===== src/bheh_pkg.sv =====
// Shared types, constants and the control program of the button event history encoder.
`timescale 1ns / 1ps

package bheh_pkg;

    localparam int HISTORY_DEPTH = 8;
    localparam int HIST_IDX_W    = (HISTORY_DEPTH > 1) ? $clog2(HISTORY_DEPTH) : 1;
    localparam int HIST_CNT_W    = $clog2(HISTORY_DEPTH + 1);

    localparam int BUTTON_COUNT  = 17;
    localparam int BTN_IDX_W     = 5;
    localparam logic [BTN_IDX_W-1:0] BTN_LAST        = BTN_IDX_W'(BUTTON_COUNT - 1);
    localparam logic [BTN_IDX_W-1:0] STATE_CODE_FIRST = BTN_IDX_W'(12);

    localparam logic [7:0] EVENT_LEAD  = 8'h80;
    localparam logic [7:0] PRESS_BIAS  = 8'h20;
    localparam logic [7:0] PRESS_FLAG  = 8'hff;
    localparam logic [7:0] MAX_BYTES_RESET = 8'hff;

    // history entry: button index and pressed flag; bytes are rebuilt on read
    typedef struct packed {
        logic                 pressed;
        logic [BTN_IDX_W-1:0] idx;
    } hist_entry_t;

    localparam int PC_W = 3;

    typedef enum logic [2:0] {
        OP_NOP      = 3'd0,
        OP_ACCEPT   = 3'd1,
        OP_SCAN     = 3'd2,
        OP_SUM_CLR  = 3'd3,
        OP_SUM      = 3'd4,
        OP_EMIT_CLR = 3'd5,
        OP_EMIT     = 3'd6
    } op_t;

    typedef enum logic [2:0] {
        C_NEVER      = 3'd0,
        C_NO_WORK    = 3'd1,
        C_SCAN_MORE  = 3'd2,
        C_SUM_FIT    = 3'd3,
        C_TOTAL_ZERO = 3'd4,
        C_EMIT_MORE  = 3'd5
    } cond_t;

    typedef struct packed {
        op_t             op;
        cond_t           cond;
        logic [PC_W-1:0] jump;
        logic [PC_W-1:0] next;
    } ctrl_word_t;

    function automatic ctrl_word_t prog_rom(input logic [PC_W-1:0] pc);
        ctrl_word_t cw;
        begin
            unique case (pc)
                3'd0:    cw = '{OP_ACCEPT,   C_NO_WORK,    3'd0, 3'd1};
                3'd1:    cw = '{OP_SCAN,     C_SCAN_MORE,  3'd1, 3'd2};
                3'd2:    cw = '{OP_SUM_CLR,  C_NEVER,      3'd0, 3'd3};
                3'd3:    cw = '{OP_SUM,      C_SUM_FIT,    3'd3, 3'd4};
                3'd4:    cw = '{OP_EMIT_CLR, C_TOTAL_ZERO, 3'd0, 3'd5};
                3'd5:    cw = '{OP_EMIT,     C_EMIT_MORE,  3'd5, 3'd0};
                default: cw = '{OP_NOP,      C_NEVER,      3'd0, 3'd0};
            endcase
            return cw;
        end
    endfunction

    function automatic logic [7:0] button_code(input logic [BTN_IDX_W-1:0] idx);
        logic [7:0] code;
        begin
            case (idx)
                5'd0:    code = 8'h88;
                5'd1:    code = 8'h89;
                5'd2:    code = 8'h8a;
                5'd3:    code = 8'h8b;
                5'd4:    code = 8'h80;
                5'd5:    code = 8'h81;
                5'd6:    code = 8'h82;
                5'd7:    code = 8'h83;
                5'd8:    code = 8'h84;
                5'd9:    code = 8'h85;
                5'd10:   code = 8'h86;
                5'd11:   code = 8'h87;
                5'd12:   code = 8'h8c;
                5'd13:   code = 8'h8d;
                5'd14:   code = 8'h8e;
                5'd15:   code = 8'h8f;
                5'd16:   code = 8'h90;
                default: code = 8'h00;
            endcase
            return code;
        end
    endfunction

    function automatic logic [1:0] event_len(input hist_entry_t ent);
        begin
            return (ent.idx >= STATE_CODE_FIRST) ? 2'd2 : 2'd3;
        end
    endfunction

    function automatic logic [7:0] event_byte(input hist_entry_t ent, input logic [1:0] j);
        logic [7:0] b;
        begin
            case (j)
                2'd0:    b = EVENT_LEAD;
                2'd1:    b = (ent.idx >= STATE_CODE_FIRST && ent.pressed)
                             ? button_code(ent.idx) + PRESS_BIAS : button_code(ent.idx);
                default: b = ent.pressed ? PRESS_FLAG : 8'h00;
            endcase
            return b;
        end
    endfunction

endpackage


===== src/button_event_history_encoder.sv =====
// Top level: button event history encoder run by a small microcoded sequencer.
`timescale 1ns / 1ps

// Takes one 17-bit button frame per item and, when any button changed since the
// previous frame, streams the newest-first event history as bytes, last_byte
// marking the final one. The first frame after reset and frames with no change
// give no output. Otherwise a six-step control program runs: it takes the
// frame, walks the buttons one per cycle (pushing an event for each changed
// one into a circular history of 8 entries), sizes the payload over the
// events that fit, then sends one byte per cycle when the output is not stalled.
// A new frame is taken only in the first step. max_payload_bytes may be written
// at any time the block is idle.
module button_event_history_encoder
    import bheh_pkg::*;
(
    input  logic        clk,
    input  logic        rst_n,
    input  logic [16:0] button_bits,
    input  logic        in_valid,
    output logic        in_stall,
    output logic [7:0]  payload_byte,
    output logic        last_byte,
    output logic        out_valid,
    input  logic        out_stall,
    input  logic [7:0]  max_payload_bytes,
    input  logic        cfg_valid,
    output logic        cfg_ready
);

    logic [PC_W-1:0]        pc_reg, pc_next;
    logic [7:0]             max_bytes_reg;
    logic [16:0]            prior_reg;
    logic                   seen_reg;
    logic [16:0]            changed_reg;
    logic [BTN_IDX_W-1:0]   btn_reg;
    logic [HIST_IDX_W-1:0]  head_reg;
    logic [HIST_CNT_W-1:0]  held_reg;
    logic [HIST_CNT_W-1:0]  evt_reg;
    logic [1:0]             byte_reg;
    logic [7:0]             total_reg;
    logic [7:0]             sent_reg;
    logic                   out_valid_reg;
    logic [7:0]             out_byte_reg;
    logic                   out_last_reg;
    hist_entry_t            hist_mem [HISTORY_DEPTH];

    ctrl_word_t             cw;
    logic                   cond_true;
    logic [16:0]            frame_diff;
    logic                   accept;
    logic                   no_work;
    logic                   push;
    logic [HIST_IDX_W-1:0]  head_dec;
    logic [HIST_IDX_W:0]    rd_sum;
    logic [HIST_IDX_W-1:0]  rd_addr;
    hist_entry_t            rd_ent;
    logic [1:0]             rd_len;
    logic [8:0]             sum_try;
    logic                   sum_fit;
    logic                   out_free;
    logic                   emit_fire;
    logic                   emit_last;

    assign cw         = prog_rom(pc_reg);
    assign in_stall   = (cw.op != OP_ACCEPT);
    assign accept     = in_valid && !in_stall;
    assign frame_diff = prior_reg ^ button_bits;
    assign no_work    = !in_valid || !seen_reg || (frame_diff == '0);

    assign push     = (cw.op == OP_SCAN) && changed_reg[btn_reg];
    assign head_dec = (head_reg == '0) ? HIST_IDX_W'(HISTORY_DEPTH - 1)
                                       : head_reg - 1'b1;

    // entry e sits e places after the head, wrapping round the ring
    assign rd_sum  = {1'b0, head_reg} + {1'b0, evt_reg[HIST_IDX_W-1:0]};
    assign rd_addr = (rd_sum >= (HIST_IDX_W+1)'(HISTORY_DEPTH))
                     ? HIST_IDX_W'(rd_sum - (HIST_IDX_W+1)'(HISTORY_DEPTH))
                     : rd_sum[HIST_IDX_W-1:0];
    assign rd_ent  = hist_mem[rd_addr];
    assign rd_len  = event_len(rd_ent);

    assign sum_try = {1'b0, total_reg} + {7'd0, rd_len};
    assign sum_fit = (evt_reg < held_reg) && (sum_try <= {1'b0, max_bytes_reg});

    assign out_free  = !out_valid_reg || !out_stall;
    assign emit_fire = (cw.op == OP_EMIT) && out_free;
    assign emit_last = (sent_reg == total_reg - 8'd1);

    always_comb
    begin
        unique case (cw.cond)
            C_NEVER:      cond_true = 1'b0;
            C_NO_WORK:    cond_true = no_work;
            C_SCAN_MORE:  cond_true = (btn_reg != BTN_LAST);
            C_SUM_FIT:    cond_true = sum_fit;
            C_TOTAL_ZERO: cond_true = (total_reg == '0);
            C_EMIT_MORE:  cond_true = !(emit_fire && emit_last);
            default:      cond_true = 1'b0;
        endcase
        pc_next = cond_true ? cw.jump : cw.next;
    end

    always_ff @(posedge clk or negedge rst_n)
    begin
        if (!rst_n)
        begin
            pc_reg        <= '0;
            max_bytes_reg <= MAX_BYTES_RESET;
            prior_reg     <= '0;
            seen_reg      <= 1'b0;
            changed_reg   <= '0;
            btn_reg       <= '0;
            head_reg      <= '0;
            held_reg      <= '0;
            evt_reg       <= '0;
            byte_reg      <= '0;
            total_reg     <= '0;
            sent_reg      <= '0;
            out_valid_reg <= 1'b0;
        end
        else
        begin
            pc_reg <= pc_next;

            if (cfg_valid)
            begin
                max_bytes_reg <= max_payload_bytes;
            end

            if (accept)
            begin
                prior_reg   <= button_bits;
                seen_reg    <= 1'b1;
                changed_reg <= frame_diff;
                btn_reg     <= '0;
            end

            if (cw.op == OP_SCAN)
            begin
                btn_reg <= btn_reg + 1'b1;
            end

            if (push)
            begin
                head_reg <= head_dec;
                if (held_reg != HIST_CNT_W'(HISTORY_DEPTH))
                begin
                    held_reg <= held_reg + 1'b1;
                end
            end

            if (cw.op == OP_SUM_CLR)
            begin
                evt_reg   <= '0;
                total_reg <= '0;
            end

            if (cw.op == OP_SUM && sum_fit)
            begin
                evt_reg   <= evt_reg + 1'b1;
                total_reg <= sum_try[7:0];
            end

            if (cw.op == OP_EMIT_CLR)
            begin
                evt_reg  <= '0;
                byte_reg <= '0;
                sent_reg <= '0;
            end

            if (emit_fire)
            begin
                out_valid_reg <= 1'b1;
                sent_reg      <= sent_reg + 8'd1;
                if (byte_reg == rd_len - 2'd1)
                begin
                    byte_reg <= '0;
                    evt_reg  <= evt_reg + 1'b1;
                end
                else
                begin
                    byte_reg <= byte_reg + 2'd1;
                end
            end
            else if (!out_stall)
            begin
                out_valid_reg <= 1'b0;
            end
        end
    end

    always_ff @(posedge clk)
    begin
        if (push)
        begin
            hist_mem[head_dec] <= '{pressed: prior_reg[btn_reg], idx: btn_reg};
        end
        if (emit_fire)
        begin
            out_byte_reg <= event_byte(rd_ent, byte_reg);
            out_last_reg <= emit_last;
        end
    end

    assign cfg_ready    = 1'b1;
    assign out_valid    = out_valid_reg;
    assign payload_byte = out_byte_reg;
    assign last_byte    = out_last_reg;

endmodule


===== config.mk =====
export PLATFORM = sky130hd
export DESIGN_NAME = button_event_history_encoder
export DESIGN_NICKNAME = d
export VERILOG_FILES = /design/src/bheh_pkg.sv /design/src/button_event_history_encoder.sv
export SDC_FILE = /design/constraint.sdc
export NUM_CORES = 1
export LEC_CHECK = 0
export ABC_CLOCK_PERIOD_IN_PS = 10500
export BUFFER_PORTS_ARGS = -buffer_cell sky130_fd_sc_hd__buf_2
export CAP_MARGIN = 20
export CORE_MARGIN = 10
export CORE_UTILIZATION = 60
export DETAILED_ROUTE_END_ITERATION = 7
export PLACE_DENSITY = 0.85
export SLEW_MARGIN = 20
export SYNTH_ARGS = -nofsm -noshare
export SYNTH_HDL_FRONTEND = slang
export SYNTH_SLANG_ARGS = --single-unit

===== constraint.sdc =====
create_clock -name clk -period 10.5 [get_ports clk]
set_clock_uncertainty 0.05 [all_clocks]
set_input_delay 1.575 -clock clk [delete_from_list [all_inputs] [get_ports clk]]
set_output_delay 1.575 -clock clk [all_outputs]
set_load 0.01 [all_outputs]

[After elaboration in Yosys (flattened, before gate mapping)]
Memory sizes are Yosys's and may differ from the RTL's.
Index checks and enable logic that the tools add are counted.
W data, S select, Z words.
Word-level totals
  register bits: 90
  bits in latches: 0
  bits in writable memories: 48
  memory bits (read-only): 384
  bits of input ports: 30
  output and inout port bits: 12
  memories kept: 3
Memories
  (name not given): depth 32, bits a word 6, read ports 1, clocked after Yosys merged registers in 0, wr ports 0, RTL line bheh_pkg.sv:73  | case (idx)
  (name not given): depth 32, bits a word 6, read ports 1, clocked after Yosys merged registers in 0, wr ports 0, RTL line bheh_pkg.sv:73
  hist_mem: depth 8, bits a word 6, read ports 1, clocked after Yosys merged registers in 0, wr ports 1, RTL line button_event_history_encoder.sv:45  | hist_entry_t hist_mem [HISTORY_DEPTH];
Operators by class
  $add $sub $neg: 12
  $mul: 0
  divide/modulo/power cells: 0
  magnitude comparators: 5
  equal/unequal tests: 22
  shifts and indexed selects: 0
  muxes and demuxes: 33
  bitwise operators: 1
  reduce and logical (&&, ||, !) cells: 25
Operator list (count)
  $pmux W12 S6: 1
  $mux W8: 8
  $eq A3 B3 Y1 const B: 7
  $mux W4: 5
  $eq A3 B2 Y1 const B: 6
  $logic_not A17 Y1: 1
  $xor A17 B17 Y17: 1
  $pmux W8 S2: 1
  $bmux W1 S5: 2
  $mux W5: 2
  $add A8 B2 Y9: 1
  $le A9 B8 Y1: 1
  $mux W3: 3
  $add A4 B1 Y4 const B: 2
  $add A8 B1 Y8 const B: 1
  $add A8 B6 Y8 const B: 1
  $eq A8 B8 Y1: 1
  $logic_not A8 Y1: 1
  $sub A8 B1 Y8 const B: 1
  $logic_and A1 B1 Y1: 7
  $mux W1: 7
  $eq A3 B1 Y1 const B: 2
  $logic_not A1 Y1: 6
  $logic_not A3 Y1: 2
  21 further kinds: 28

[Depth between registers and ports, before layout]
Gate-level depths: netlist of run 1.
An unclocked memory read counts as a cell.
  word-level depth: 14
  depth in mapped cells: 25
  mapped depth without buffers: 23

[Least setup slack after synthesis of run 1]
Ideal clock, no wire load.
  path kind: flip-flop to flip-flop
  from: register evt_reg[0]
  to: register evt_reg[1]
  library setup time: 0.128 ns
  arrival time: 5.202 ns
  slack: 5.120 ns
  stages on the path, launching flop included: 24
  buffers on the path: 1
  path through: dfrtp_1 ha_1 inv_1 fa_1 buf_2 mux4_2 mux2_2 ha_1 and3_1 a211oi_4 ha_1 inv_1 ha_1 nand3b_1 nor2_1 xor2_1 ha_1 a21o_1 a211oi_1 a31oi_1 nand2_1 nand4_1 nand2_2 mux2_1
On the way
  word-level cells in the longest chain between the ends: 14
Ends and longest elaborated chain
  start: declaration: RTL line button_event_history_encoder.sv:38  | logic [HIST_CNT_W-1:0] evt_reg;
  start signal: assignment: RTL line button_event_history_encoder.sv:160  | evt_reg <= evt_reg + 1'b1;
  start signal: assignment: RTL line button_event_history_encoder.sv:178  | evt_reg <= evt_reg + 1'b1;
  $add A3 B3 Y4: RTL line button_event_history_encoder.sv:75  | assign rd_sum = {1'b0, head_reg} + {1'b0, evt_reg[HIST_IDX_W-1:0]};
  $ge A4 B4 Y1 or $sub A3 B1 Y3 (tied branches): RTL line button_event_history_encoder.sv:76, button_event_history_encoder.sv:77
  $mux W3: RTL line button_event_history_encoder.sv:77  | ? HIST_IDX_W'(rd_sum - (HIST_IDX_W+1)'(HISTORY_DEPTH))
  $mem_v2 Z8 W6
  $ge A5 B4 Y1: RTL line bheh_pkg.sv:99  | return (ent.idx >= STATE_CODE_FIRST) ? 2'd2 : 2'd3;
  $mux W1: RTL line bheh_pkg.sv:99
  $add A8 B2 Y9: RTL line button_event_history_encoder.sv:82  | assign sum_try = {1'b0, total_reg} + {7'd0, rd_len};
  $le A9 B8 Y1: RTL line button_event_history_encoder.sv:83  | assign sum_fit = (evt_reg < held_reg) && (sum_try <= {1'b0, max_bytes_reg});
  $logic_and A1 B1 Y1: RTL line button_event_history_encoder.sv:83
  $logic_and A1 B1 Y1: RTL line button_event_history_encoder.sv:158  | if (cw.op == OP_SUM && sum_fit)
  $mux W4: RTL line button_event_history_encoder.sv:158
  $mux W4: RTL line button_event_history_encoder.sv:164  | if (cw.op == OP_EMIT_CLR)
  $mux W4: RTL line button_event_history_encoder.sv:175  | if (byte_reg == rd_len - 2'd1)
  $mux W4 (*): RTL line button_event_history_encoder.sv:171  | if (emit_fire)
Mark *: on every way between the ends. The rest lies on a longest branch, timed or not.
A chain may end at the register's enable or synchronous reset.

[Worst setup path in the final report of run 1]
Ends and elaborated chain as after synthesis.

==> results of run 1 <==
## final cells by class
cell class	instances	area [um^2]
Fill cell	769	3557
Multi-Input combinational cell	421	3025
Sequential cell	138	3749
Clock buffer	19	464.2
Clock inverter	13	132.6
Timing Repair Buffer	41	210.2
Inverter	40	150.1
Tap cell	143	178.9
## logic make-up after synthesis
group	after synthesis	synth area share [%]
compound gates	90	8.251
xor+xnor	41	5.287
fa+ha+maj	27	4.897
buf+inv	71	4.116
flops	138	53.16
mux	37	9.705
other cells	1	0.05318
simple gates	225	14.53
## worst paths after layout
path	start	endpoint	slack [ns]	cells past startpoint
setup reg to reg	evt_reg[0]	evt_reg[1]	3.95	23
hold reg to reg	changed_reg[8]	changed_reg[8]	0.43	2
hold / removal	changed_reg[8]	changed_reg[8]	0.43	2
setup / recovery	evt_reg[0]	evt_reg[1]	3.95	23
min in group asynchronous	rst_n	sent_reg[4]	1.25	1
max in group asynchronous	rst_n	sent_reg[7]	8.50	1
## power groups by stage
stage	Sequential, mW	Clock [mW]	Combinational (mW)
3_3_place_gp	0.888	0	1.00
6_report	0.897	0.596	1.08
3_5_place_dp	0.902	0	1.06
2_1_floorplan	0.838	0	0.875
4_1_cts	0.896	0.599	1.08
5_1_grt	0.919	0.623	1.20
## through the flow
| step | setup WS [ns] | utilization [%] | total power, mW |
|---|---|---|---|
| 2_1_floorplan | 5.120 | - | 1.713 |
| 3_3_place_gp | 4.307 | 63.67 | 1.889 |
| 3_5_place_dp | 4.079 | 63.67 | 1.960 |
| 4_1_cts | 3.996 | 68.87 | 2.577 |
| 5_1_grt | 3.422 | 68.98 | 2.743 |
| 6_report | 3.946 | 68.98 | 2.574 |
## placed cells by master, fill, tap and decap left out, types with 7 or more instances in the layout
master | synthesis | final
nand2_1 | 131 | 131
xor2_1 | 14 | 14
inv_1 | 39 | 39
edfxtp_1 | 57 | 57
nand4_1 | 8 | 8
clkinv_4 | 0 | 7
ha_1 | 26 | 26
clkbuf_16 | 0 | 18
mux4_2 | 15 | 15
nand3_1 | 20 | 20
nand2b_1 | 8 | 8
nor3_1 | 12 | 12
dfstp_2 | 8 | 8
mux2i_1 | 8 | 8
nor2_1 | 18 | 18
o21ai_0 | 45 | 45
a21oi_1 | 8 | 8
dfrtp_1 | 73 | 73
mux4_1 | 7 | 7
buf_2 | 4 | 39
xnor2_1 | 26 | 26
## critical path: stages, from the launching register on
cell and delay [ns]:
dfrtp_1 0.43, ha_1 0.17, inv_1 0.05, fa_1 0.85
mux4_2 0.43, mux2i_1 0.22, inv_1 0.09, ha_1 0.24
and3_1 0.21, a211oi_4 0.35, ha_1 0.23, inv_1 0.05
ha_1 0.22, nand3b_1 0.27, nor2_1 0.19, xor2_1 0.22
ha_1 0.28, a21o_1 0.20, a211oi_1 0.26, a31oi_1 0.07
nand2_1 0.11, nand4_1 0.55, nand2_2 0.35, mux2_1 0.34
## metal layers
layer  share of wire [%]  GRT usage (%)  vias up  wire length, um
met4                 2.5          8.477        0              365
met3                 5.6          5.092       33              815
met1                  42          23.02     2355             6052
met5                   0              0        -                0
met2                  50          30.33      162             7315
li1                    -              -     2283                -
==> results.toml, run 1 <==
[power]
comb_power_share_pct = 42.0
ir_drop_mv = 0.2019
power-per-cell-area_nw_per_um2 = 325.4
swShare_pct = 38.86
p_seq_share_pct = 34.9
clkPwrFrac_pct = 23.1
p_int_mw = 1.574
leakagePower_nw = 3.449
switchingPower_mw = 1.000

[synth]
synth_area_leaders = "dfrtp_1 26%, edfxtp_1 24%, nand2_1 7.0%"
syn_avg_cell_area_um2 = 11.19
synthFlopType = "dfrtp_1"
synth_seq_area_share_pct = 53.16
synth_most_common_cell = "nand2_1"
syn_nets = 687
postSynth.asyncResetShare_pct = 58.70
synth_edf_count = 57
synth_area_um2 = 7052
ys_warn_count = 0
synth_commonest_cells = "131 x nand2_1, 73 x dfrtp_1, 57 x edfxtp_1"
synth_top_area_share_pct = 25.90
netlist_instances = 630
yosysTopAreaCell = "dfrtp_1"
synth_cell_types = 63
ys_seq_elements = 138

[floorplanning]
die_w_um = 128.4
core_area_um2 = 11470
start_util_pct = 61.49
pin_count = 42
dieArea_um2 = 16490
die_h_um = 128.4
rows = 39

[place]
dp_cells = 783
dpl_cell_area_um2 = 7301
place.gp.congestion = 0.8895
port_buffers = 40
hpwl_um = 9987

[cts]
post_cts_buffers = 0
cts_htree_levels = 4
cts_hold_buf = 0
clk_latency_ns = 0.43
cts.sinks = 138
cts_tree = "yes"
cts_buffer_depth = 2
numCtsBuffers = 17
root_buffer = "clkbuf_16"
path_clk_slew_ns = 0.06
ctsResizeCount = 0

[sta]
relSlewSlack_pct = 34.06
fin_crit_ns = 6.554
holdWs_ns = 0.4347
worstMarginPinSlew_ns = 0.9891
fin_tns_setup_ns = 0
slew_viol_final = 0
hold_violations = 0
fmaxAchievable_mhz = 152.6
grt_setup_unrepaired = "false"
setup_violations = 0
fin_crit_sh_pct = 62.42

[worst_setup_path]
endpoint_kind = "flop"
startpoint_type = "flop"
cp.arrival_ns = 6.82
critical_path_required_ns = 10.76
path_max_fanout = 18
path_class = "reg2reg"

[route]
wire_per_inst_um = 17.85
post-route-drc-count = 0
ant_nets = 0
routed_wl_um = 14550
viasPerCell = 5.930
dr.pass1.iters = 5
route.vias.total = 4833
drtIter0Drc = 448

[status]
outcome = "complete, no violations"

[global_route]
grt_pass1_vias = 4925
grt_pass1_wl_um = 24640
grt_antenna_before_repair = 0
grt_max_degree = 82
grt.total_usage_pct = 18.73
grt-ovfl-total = 0

[final_layout]
instances_no_fill = 815
final_nets = 716
n_antenna_cell = 0
largest_reg_flops = 48
stdcell_area_um2 = 7910
areaGrowthSynthToFinish_pct = 12.17
drive_above_1_share_pct = 17.11

[hold_path]
hp-class = "reg2reg"

[flow_run]
max_cap_violations = 0
Note: power is estimated with default switching activity, not from simulation.
==> run 2: changes to the inputs <==
--- a/config.mk
+++ b/config.mk
@@ -5,13 +5,13 @@
 export SDC_FILE = /design/constraint.sdc
 export NUM_CORES = 1
 export LEC_CHECK = 0
-export ABC_CLOCK_PERIOD_IN_PS = 10500
+export ABC_CLOCK_PERIOD_IN_PS = 5200
 export BUFFER_PORTS_ARGS = -buffer_cell sky130_fd_sc_hd__buf_2
 export CAP_MARGIN = 20
 export CORE_MARGIN = 10
-export CORE_UTILIZATION = 60
+export CORE_UTILIZATION = 55
 export DETAILED_ROUTE_END_ITERATION = 7
-export PLACE_DENSITY = 0.85
+export PLACE_DENSITY = 0.82
 export SLEW_MARGIN = 20
 export SYNTH_ARGS = -nofsm -noshare
 export SYNTH_HDL_FRONTEND = slang
==> constraint.sdc (replaced) <==
create_clock -name clk -period 5.2 [get_ports clk]
set_clock_uncertainty 0.05 [all_clocks]
set_input_delay 0.78 -clock clk [delete_from_list [all_inputs] [get_ports clk]]
set_output_delay 0.78 -clock clk [all_outputs]
set_load 0.01 [all_outputs]
==> run 2 against run 1 <==
Against the previous run:
- design area increased by 3.7%
- via count increased by 4.0%
- routed wire length increased by 7.9%
- critical endpoint is now total_reg[4]
- global-route usage decreased by 0.82 points
- setup slack got worse by 4.0 ns
- sequential share of layout area decreased by 1.7 points
- total power increased by 120%
- register-to-register slack got worse by 4.0 ns
- non-clock buffer count increased by 21
- cell count increased by 6.1%
- the flow now finishes with violations (negative setup slack)
- first-iteration DRC count increased by 4.9%
==> results.toml, run 2 (synthesis gave the netlist of run 1 again) <==
[sta]
postLayoutSetupSlackWorst_ns = -0.06327
fin_crit_ns = 5.263
relSlewSlack_pct = 31.46
setup_violations = 2
hold_violations = 0
slew_viol_final = 0
worstMarginPinSlew_ns = 1.028
grt_setup_unrepaired = "true"
fmaxAchievable_mhz = 190.0
fin_crit_sh_pct = 101.2
holdWs_ns = 0.4331
fin_tns_setup_ns = -0.07395

[final_layout]
final_util_pct = 65.29
layout_commonest_cell = "nand2_1"
multi_input_area_um2 = 3113
instances_no_fill = 865
nFillCells = 893
largest_reg_flops = 48
areaGrowthSynthToFinish_pct = 16.36
n_antenna_cell = 0
stdcell_area_um2 = 8205
final_nets = 737
drive_above_1_share_pct = 22.08
seq_area_um2 = 3749
final_cell_mix = "131 x nand2_1, 73 x dfrtp_1, 57 x edfxtp_1"

[floorplanning]
start_util_pct = 56.11
die_w_um = 133.2
dieArea_um2 = 17750
die_h_um = 133.2
rows = 41
pin_count = 42
core_area_um2 = 12570

[place]
place.gp.congestion = 0.8321
hpwl_um = 10500
dp_cells = 822
post-place-ws_ns = -0.1774
port_buffers = 40
dpl_cell_area_um2 = 7432

[cts]
path_clk_slew_ns = 0.06
numCtsBuffers = 17
cts_htree_levels = 4
clk_latency_ns = 0.43
cts.sinks = 138
cts_tree = "yes"
cts_buffer_depth = 2
root_buffer = "clkbuf_16"
cts_hold_buf = 0

[worst_setup_path]
cp.arrival_ns = 5.53
path_class = "reg2reg"
critical_path_required_ns = 5.46
endpoint_kind = "flop"
startpoint_type = "flop"
path_max_fanout = 8

[route]
routed_wl_um = 15700
post-route-drc-count = 0
wire_per_inst_um = 18.14
ant_nets = 0
drtIter0Drc = 470
viasPerCell = 5.808
route.vias.total = 5024
dr.pass1.iters = 5

[power]
power-per-cell-area_nw_per_um2 = 675.2
ir_drop_mv = 0.3775
leakagePower_nw = 3.573
finalPower_mw = 5.541

[global_route]
use_met2_pct = 29.94
met3_usage_pct = 4.361
grt-ovfl-total = 0
grt.total_usage_pct = 17.91
grt_pass1_vias = 5159
grt_antenna_before_repair = 0
grtUsageMet1_pct = 21.58
grt_pass1_wl_um = 25530
top_usage_layer = "met2"
grt_max_degree = 82

[status]
violations = "negative setup slack"
outcome = "finished, violations left"

[flow_run]
max_cap_violations = 0

[hold_path]
hp-class = "reg2reg"
-- run 2: final cells by class --
cell class              instances  area share (%)
flip-flops and latches        138           45.68
multi-input cells             421           37.94
clock buffers                  24           6.786
repair buffers                 62           4.529
well taps                     172           2.623
inverters                      40           1.830
clock inverters                 8          0.6099
-- run 2: critical path, cell delays in order, from the launching register on --
cell      delay, ns
dfrtp_1        0.37
ha_2           0.18
inv_2          0.04
fa_2           0.59
buf_4          0.20
mux4_2         0.36
a211oi_2       0.29
a31oi_1        0.14
a211oi_4       0.26
ha_2           0.24
o21ai_0        0.19
nor3_1         0.34
xor2_1         0.26
ha_1           0.32
and3_4         0.20
a211oi_2       0.18
a31oi_1        0.06
nand2_1        0.11
nand4_1        0.11
buf_6          0.18
mux2_4         0.30
a21o_1         0.17
-- run 2: where the power goes --
group | internal, mW | switching, mW | total (mW)
sequential | 1.51 | 0.293 | 1.80
combinational | 1.17 | 1.36 | 2.53
clock | 0.747 | 0.464 | 1.21
-- run 2: path summary, 6_finish.rpt --
path	endpoint	from	cells past startpoint	slack, ns
worst max-delay path	total_reg[4]	head_reg[0]	21	-0.06
worst min-delay path	changed_reg[14]	changed_reg[14]	2	0.43
worst max register to register	total_reg[4]	head_reg[0]	21	-0.06
worst min register to register	changed_reg[14]	changed_reg[14]	2	0.43
max in group asynchronous	btn_reg[3]	rst_n	1	3.95
min in group asynchronous	sent_reg[6]	rst_n	1	0.46
-- run 2: metal layers --
layer,part of all wire [%],vias to the layer above
li1,-,2321
met1,42,2507
met2,51,160
met3,4.7,36
met4,2.6,0
met5,0,-
-- run 2: timing repair --
| item | CTS | global route |
|---|---|---|
| gates cloned | 0 | 0 |
| endpoints found under the setup margin | 12 | 14 |
| setup buffers | 2 | 9 |
| gates resized for setup | 2 | 15 |
| pin swaps | 0 | 13 |
==> run 3: changes to the inputs <==
--- a/config.mk
+++ b/config.mk
@@ -11,6 +11,7 @@
 export CORE_MARGIN = 10
 export CORE_UTILIZATION = 55
 export DETAILED_ROUTE_END_ITERATION = 7
+export MAX_ROUTING_LAYER = met4
 export PLACE_DENSITY = 0.82
 export SLEW_MARGIN = 20
 export SYNTH_ARGS = -nofsm -noshare
==> run 3 against run 2 <==
Against the previous run:
- the run still ends with negative setup slack left
- worst hold slack worse by 0.24 ns
- clock power about the same
- die area unchanged
- register-to-register slack about the same
- largest cell class unchanged
==> results.toml, run 3 (synthesis gave the netlist of run 1 again) <==
[status]
outcome = "finished, violations left"
violations = "negative setup slack"

[route]
drtIter0Drc = 436
viasPerCell = 5.851
route.vias.total = 5067
wire_per_inst_um = 18.29
ant_nets = 0
dr.pass1.iters = 5
routed_wl_um = 15840
post-route-drc-count = 0

[place]
dpl_cell_area_um2 = 7432
dp_cells = 822
port_buffers = 40
post-place-ws_ns = -0.1774
hpwl_um = 10500
place.gp.congestion = 0.8449

[sta]
setup_violations = 2
slew_viol_final = 0
fmaxAchievable_mhz = 189.7
postLayoutSetupSlackWorst_ns = -0.07046
worstMarginPinSlew_ns = 0.9457
fin_tns_setup_ns = -0.08173
hold_violations = 0
grt_setup_unrepaired = "true"
relSlewSlack_pct = 36.82
fin_crit_ns = 5.270
fin_crit_sh_pct = 101.4
holdWs_ns = 0.1888

[power]
finalPower_mw = 5.550
comb_power_share_pct = 45.7
ir_drop_mv = 0.3776
p_int_mw = 3.429
leakagePower_nw = 3.586
power-per-cell-area_nw_per_um2 = 674.1
swShare_pct = 38.21
clkPwrFrac_pct = 21.8
p_seq_share_pct = 32.5
switchingPower_mw = 2.120

[cts]
numCtsBuffers = 17
cts_hold_buf = 0
root_buffer = "clkbuf_16"
cts_htree_levels = 4
clk_latency_ns = 0.43
cts_tree = "yes"
cts.sinks = 138
path_clk_slew_ns = 0.06
cts_buffer_depth = 2

[floorplanning]
start_util_pct = 56.11
die_h_um = 133.2
core_area_um2 = 12570
pin_count = 42
rows = 41
die_w_um = 133.2
dieArea_um2 = 17750

[worst_setup_path]
path_class = "reg2reg"
cp.arrival_ns = 5.54
endpoint_kind = "flop"
path_max_fanout = 8
critical_path_required_ns = 5.47
startpoint_type = "flop"

[hold_path]
hp-class = "in2async"

[final_layout]
drive_above_1_share_pct = 22.19
areaGrowthSynthToFinish_pct = 16.75
final_util_pct = 65.51
stdcell_area_um2 = 8233
layout_commonest_cell = "nand2_1"
seq_area_um2 = 3749
nFillCells = 882
n_antenna_cell = 0
multi_input_area_um2 = 3113
final_nets = 738
final_cell_mix = "131 x nand2_1, 73 x dfrtp_1, 57 x edfxtp_1"
largest_reg_flops = 48
instances_no_fill = 866

[global_route]
grt-ovfl-total = 0
grt_max_degree = 82
grt_pass1_vias = 5148
grt_pass1_wl_um = 25520
grt.total_usage_pct = 18.44
grt_antenna_before_repair = 0

[flow_run]
max_cap_violations = 0
==> run 3: area by class of cell <==
| type | count | share of cell area [%] |
|---|---|---|
| clock buffer | 24 | 6.763 |
| clock inverter | 8 | 0.6079 |
| inverter | 40 | 1.824 |
| multi-input combinational | 421 | 37.81 |
| sequential | 138 | 45.53 |
| tap | 172 | 2.614 |
| timing repair buffer | 63 | 4.848 |
==> run 3: routing by layer <==
metal / vias up / wire length, um / GRT usage, % / part of all wire (%)
met5: - / 0 / - / 0
met1: 2534 / 6614 / 21.72 / 42
li1: 2324 / - / - / -
met3: 42 / 724 / 4.699 / 4.6
met4: 0 / 425 / 7.134 / 2.7
met2: 167 / 8079 / 29.94 / 51
==> run 3: path summary, 6_finish.rpt <==
kind	cells after the start	end	start	slack, ns
max in group asynchronous	2	max_bytes_reg[1]	rst_n	4.26
min in group clk	2	changed_reg[15]	changed_reg[15]	0.43
hold / removal	1	sent_reg[6]	rst_n	0.19
setup / recovery	21	total_reg[4]	head_reg[0]	-0.07
setup reg to reg	21	total_reg[4]	head_reg[0]	-0.07
hold reg to reg	2	changed_reg[15]	changed_reg[15]	0.43
==> run 3: critical path, stage by stage (launching register included) <==
cell and delay (ns):
dfrtp_1 0.37, ha_2 0.18, inv_2 0.04, fa_2 0.59
buf_4 0.20, mux4_2 0.36, a211oi_2 0.29, a31oi_1 0.14
a211oi_4 0.26, ha_2 0.24, o21ai_0 0.19, nor3_1 0.33
xor2_1 0.26, ha_1 0.32, and3_4 0.20, a211oi_2 0.19
a31oi_1 0.06, nand2_1 0.11, nand4_1 0.11, buf_6 0.18
mux2_4 0.30, a21o_1 0.17
==> run 3: what timing repair did <==
item,4_1_cts,5_1_grt
pin swaps,0,13
hold endpoints to repair,0,0
gates resized for setup,2,15
setup buffers,2,9
cloned,0,0
endpoints found under the setup margin,12,14
==> run 3: power groups by stage <==
stage	registers, mW	logic, mW	clock network [mW]
after floorplan	1.69	1.80	0
after detailed placement	1.81	2.27	0
after global routing	1.85	2.77	1.27
final	1.81	2.54	1.21
after CTS	1.80	2.34	1.22
after global placement	1.79	2.14	0
